**config.mk**
```make
export PLATFORM = sky130hd
export DESIGN_NAME = sprr_ctrl
export DESIGN_NICKNAME = d
export VERILOG_FILES = /design/src/rtl/sprr_pkg.sv /design/src/rtl/sprr_ctrl.sv
export SDC_FILE = /design/constraint.sdc
export NUM_CORES = 1
export LEC_CHECK = 0
export BUFFER_PORTS_ARGS = -buffer_cell sky130_fd_sc_hd__buf_2
export CORE_AREA = 2 2 39 41
export DETAILED_ROUTE_END_ITERATION = 16
export DIE_AREA = 0 0 41 43
export GPL_ROUTABILITY_DRIVEN = 0
export HOLD_SLACK_MARGIN = 0.08
export MAX_ROUTING_LAYER = met4
export PLACE_DENSITY = 0.41
export SKIP_LAST_GASP = 1
export SYNTH_ARGS = -nofsm -noshare
export SYNTH_HDL_FRONTEND = slang
export SYNTH_SLANG_ARGS = --single-unit
```
**constraint.sdc**
```tcl
create_clock -name i_clk -period 1.89 [get_ports i_clk]
set_clock_uncertainty 0.05 [all_clocks]
set_input_delay 0.2835 -clock i_clk [delete_from_list [all_inputs] [get_ports i_clk]]
set_output_delay 0.2835 -clock i_clk [all_outputs]
set_load 0.02 [all_outputs]
```
**src/rtl/sprr_pkg.sv**
```systemverilog
// ----------------------------------------------------------------------------
// sprr_pkg
// Shared constants, codes and controller/datapath interface types for the
// 8x16 sprite row renderer.
// ----------------------------------------------------------------------------
package sprr_pkg;

    localparam int PATTERN_COUNT = 256;
    localparam int SPRITE_ROWS   = 16;
    localparam int STORE_DEPTH   = 4096;
    localparam int ADDR_W        = 12;
    localparam int PIX_W         = 3;
    localparam int ROW_PIXELS    = 8;
    localparam int ROW_DATA_W    = PIX_W * ROW_PIXELS;
    localparam int ROW_W         = $clog2(SPRITE_ROWS);
    localparam int POS_W         = 11;
    localparam int SIZE_W        = 10;
    localparam int CFG_IDX_W     = 2;

    localparam logic [ROW_W-1:0] ROW_LAST = ROW_W'(SPRITE_ROWS - 1);

    localparam int SY_BASE  = 240;
    localparam int SX_BASE  = 248;
    localparam int X_OFFSET = 2;
    localparam int Y_OFFSET = 17;

    localparam logic [SIZE_W-1:0] WIDTH_RESET  = SIZE_W'(256);
    localparam logic [SIZE_W-1:0] HEIGHT_RESET = SIZE_W'(224);

    localparam logic CMD_LOAD = 1'b0;
    localparam logic CMD_DRAW = 1'b1;

    localparam logic [CFG_IDX_W-1:0] REG_FLIP_SCREEN   = 2'd0;
    localparam logic [CFG_IDX_W-1:0] REG_FIRST_FLIP_Y  = 2'd1;
    localparam logic [CFG_IDX_W-1:0] REG_SCREEN_WIDTH  = 2'd2;
    localparam logic [CFG_IDX_W-1:0] REG_SCREEN_HEIGHT = 2'd3;

    typedef struct packed {
        logic             load;
        logic             start;
        logic             issue;
        logic [ROW_W-1:0] row;
    } t_dp_cmd;

    typedef struct packed {
        logic s1_free;
    } t_dp_sts;

endpackage

```
**src/rtl/sprr_ctrl.sv**
```systemverilog
// ----------------------------------------------------------------------------
// sprr_ctrl
// Controller: accepts words, sequences the sixteen row reads of a draw.
// ----------------------------------------------------------------------------
module sprr_ctrl
    import sprr_pkg::*;
(
    input  logic    i_clk,
    input  logic    i_rst_n,
    input  logic    i_valid,
    input  logic    i_cmd,
    output logic    o_ready,
    output t_dp_cmd o_dp_cmd,
    input  t_dp_sts i_dp_sts
);

    typedef enum logic [1:0] {
        S_IDLE = 2'b01,
        S_DRAW = 2'b10
    } t_state;

    t_state           r_state, n_state;
    logic [ROW_W-1:0] r_row, n_row;
    logic             accept;

    assign o_ready = (r_state == S_IDLE);
    assign accept  = i_valid && o_ready;

    always_comb begin
        n_state = r_state;
        n_row   = r_row;
        unique case (r_state)
            S_IDLE: begin
                if (accept && i_cmd == CMD_DRAW) begin
                    n_state = S_DRAW;
                    n_row   = '0;
                end
            end
            S_DRAW: begin
                if (i_dp_sts.s1_free) begin
                    n_row = r_row + ROW_W'(1);
                    if (r_row == ROW_LAST) begin
                        n_state = S_IDLE;
                    end
                end
            end
            default: begin
                n_state = S_IDLE;
            end
        endcase
    end

    always_comb begin
        o_dp_cmd.load  = accept && (i_cmd == CMD_LOAD);
        o_dp_cmd.start = accept && (i_cmd == CMD_DRAW);
        o_dp_cmd.issue = (r_state == S_DRAW) && i_dp_sts.s1_free;
        o_dp_cmd.row   = r_row;
    end

    always_ff @(posedge i_clk) begin
        if (!i_rst_n) begin
            r_state <= S_IDLE;
            r_row   <= '0;
        end else begin
            r_state <= n_state;
            r_row   <= n_row;
        end
    end

`ifndef SYNTHESIS
    a_last_row_ends_draw: assert property (@(posedge i_clk) disable iff (!i_rst_n)
        (r_state == S_DRAW && i_dp_sts.s1_free && r_row == ROW_LAST)
        |=> (r_state == S_IDLE))
        else $error("draw did not end after last row");

    a_draw_starts_at_row0: assert property (@(posedge i_clk) disable iff (!i_rst_n)
        o_dp_cmd.start |=> (r_state == S_DRAW && r_row == '0))
        else $error("draw did not start at row zero");

    a_no_issue_while_idle: assert property (@(posedge i_clk) disable iff (!i_rst_n)
        o_dp_cmd.issue |-> !o_ready)
        else $error("row read issued while accepting words");
`endif

endmodule

```
==> flow_metrics.env <==
export IMPL_status="complete, no violations"
export IMPL_path_clk_slew_ns=0.05
export IMPL_die_area_um2=1763
export IMPL_ys_flop_type="dfxtp_1"
export IMPL_final_util=0.2984
export IMPL_cts_tree="built"
export IMPL_finalPower_mw=0.2810
export IMPL_vias=315
export IMPL_fmax_ghz=0.6220
export IMPL_critical_path_max_stage_delay_ns=0.36
export IMPL_cts_resized=0
export IMPL_grt_start_max_net_pins=9
export IMPL_row_count=14
export IMPL_die_w_um=41
export IMPL_htreeDepth=1
export IMPL_hold_viol=0
export IMPL_io_pins=13
export IMPL_die_y_um=43
export IMPL_grt_overflow_total=0
export IMPL_synth_edf_count=0
export IMPL_path_class="reg2out"
export IMPL_first_iter_violations=2
export IMPL_postRouteAntennaNets=0
export IMPL_multi_input_area_um2=178.9
export IMPL_clock_latency_ns=0.24
export IMPL_crit_path_end_kind="primary output"
export IMPL_required_ns=1.56
export IMPL_p_leak_nw=0.2072
export IMPL_grt_pass1_vias=259
export IMPL_nNetsFinal=57
export IMPL_r2r_cells=3
export IMPL_netlist_area_um2=310.3
export IMPL_syn_avg_cell_area_um2=9.126
export IMPL_grt_util_all_layers=0.09671
export IMPL_fin_crit_ns=1.608
export IMPL_core_um2=1384
export IMPL_insertedDiodeCount=0
export IMPL_regToRegEndpoint="r_row[3]"
export IMPL_yosys_cell_types_count=20
export IMPL_final_cell_mix="buf_2, dfxtp_1, nand3_1"
export IMPL_arrival_ns=1.27
export IMPL_synthToLayoutAreaGrowth_pct=33.06
export IMPL_setup_violations=0
export IMPL_root_buffer="clkbuf_4"
export IMPL_clockBufferDepth=2
export IMPL_async_flop_share=0
export IMPL_worstMarginPinSlew_ns=0.2541
export IMPL_cp_max_fo=6
export IMPL_final_cells=65
export IMPL_yosysSeqAreaShare=0.3871
export IMPL_post_route_drc_count=0
export IMPL_cts_sinks=6
export IMPL_final_common_cell="buf_2"
export IMPL_grt_pass1_wl_um=1062
export IMPL_crit_chain="nand4b_1 > inv_1 > buf_2"
export IMPL_placed_cells=62
export IMPL_critPathCapture="o_dp_cmd[5]"
export IMPL_drive_above_1_share=0.3673
export IMPL_syn_nets=40
export IMPL_worstSetupStartpointType="register"
export IMPL_cts_made_buffers=3
export IMPL_portBuffers=12
export IMPL_synthCells=34
export IMPL_initial_core_util=0.2242
export IMPL_drt_pass1_iterations=4
export IMPL_critPathLaunch="r_state[1]"
export IMPL_cp_slowest_cell="dfxtp_1"
export IMPL_relSlewSlack=0.8297
export IMPL_vias_per_cell=4.846
export IMPL_final_setup_tns_ns=0
export IMPL_p_per_area_nw_per_um2=680.7
export IMPL_holdWs_ns=0.2139
export IMPL_fillerInstances=162
export IMPL_regArea_um2=120.1
export IMPL_grt_setup_unrepaired="no"
export IMPL_cts_hold_buffers=0
export IMPL_ys_warn_count=0
export IMPL_yosys_register_bits=6
export IMPL_slew_violations=0
export IMPL_max_vdd_ir_drop_uv=257.9
export IMPL_finalWirelength_um=652
export IMPL_grt_antenna_before_repair=0
export IMPL_post_cts_buffers=0
export IMPL_cap_viol_max_count=0
export IMPL_rrSetupSlack_ns=0.67
export IMPL_r2r_start="r_state[1]"
export IMPL_wl_per_cell_um=10.03
export IMPL_hold_path_class="in2reg"
export IMPL_fin_crit_sh=0.8506
[synth_stat cells (2+ instances only)]
cell	n	area [µm²]
a21oi_1	2	10.01
dfxtp_1	6	120.1
inv_1	3	11.26
nand3_1	4	20.02
nand2_1	2	7.510
nand4b_1	3	26.28
[registers in the layout (all words and copies together), names as in the netlist]
signal and count:
r_row 4, r_state 2
[logic make-up (layout without fill, tap and decap cells)]
logic type | count (synthesis) | in the layout | synth area share
buffers and inverters | 3 | 18 | 0.03629
adders and majority gates | 1 | 1 | 0.04032
AOI/OAI and AO/OA | 8 | 8 | 0.1694
and+or+nand+nor | 16 | 16 | 0.3670
DFF | 6 | 6 | 0.3871
[critical path: cells and delay by family, from the launching register on]
family	cells	cell delay (ns)
AND/OR/NAND/NOR	1	0.33
buffers and inverters	2	0.33
flip-flops	1	0.36
[worst min-delay path by stage]
| stage | to | from | cells past startpoint |
|---|---|---|---|
| finish | r_state[0] | i_rst_n | 2 |
| CTS | r_state[0] | i_rst_n | 2 |
| floorplan | r_state[0] | i_rst_n | 1 |
| global route | r_state[0] | i_rst_n | 2 |
| detailed placement | r_row[1] | r_row[1] | 2 |
| global placement | r_row[1] | r_row[1] | 2 |
[per-stage QoR]
step	setup slack [ns]	area (µm²)
after global routing	0.2120	412.9
after floorplan	0.5838	310.3
after detailed placement	0.5489	390.4
final	0.2824	412.9
after global placement	0.5664	390.4
after CTS	0.2818	412.9
[routing by layer]
layer  vias to the layer above  share of wire  global-route usage
met4                         0          0.035             0.08000
met1                       141           0.48              0.1222
met5                         -              0                   -
li1                        160              -                   -
met2                        10           0.42              0.1094
met3                         4          0.066             0.04712
[where the power goes]
group	internal, mW	total (mW)	switching, mW
logic	0.0125	0.0300	0.0175
registers	0.129	0.132	0.00304
clock network	0.0719	0.119	0.0470
[cell type report]
type | instances | share of cell area
Multi-Input combinational cell | 25 | 0.4333
Sequential cell | 6 | 0.2909
Timing Repair Buffer | 12 | 0.1455
Clock buffer | 3 | 0.05455
Tap cell | 16 | 0.04848
Inverter | 3 | 0.02727
(Power assumes the default switching activity.)
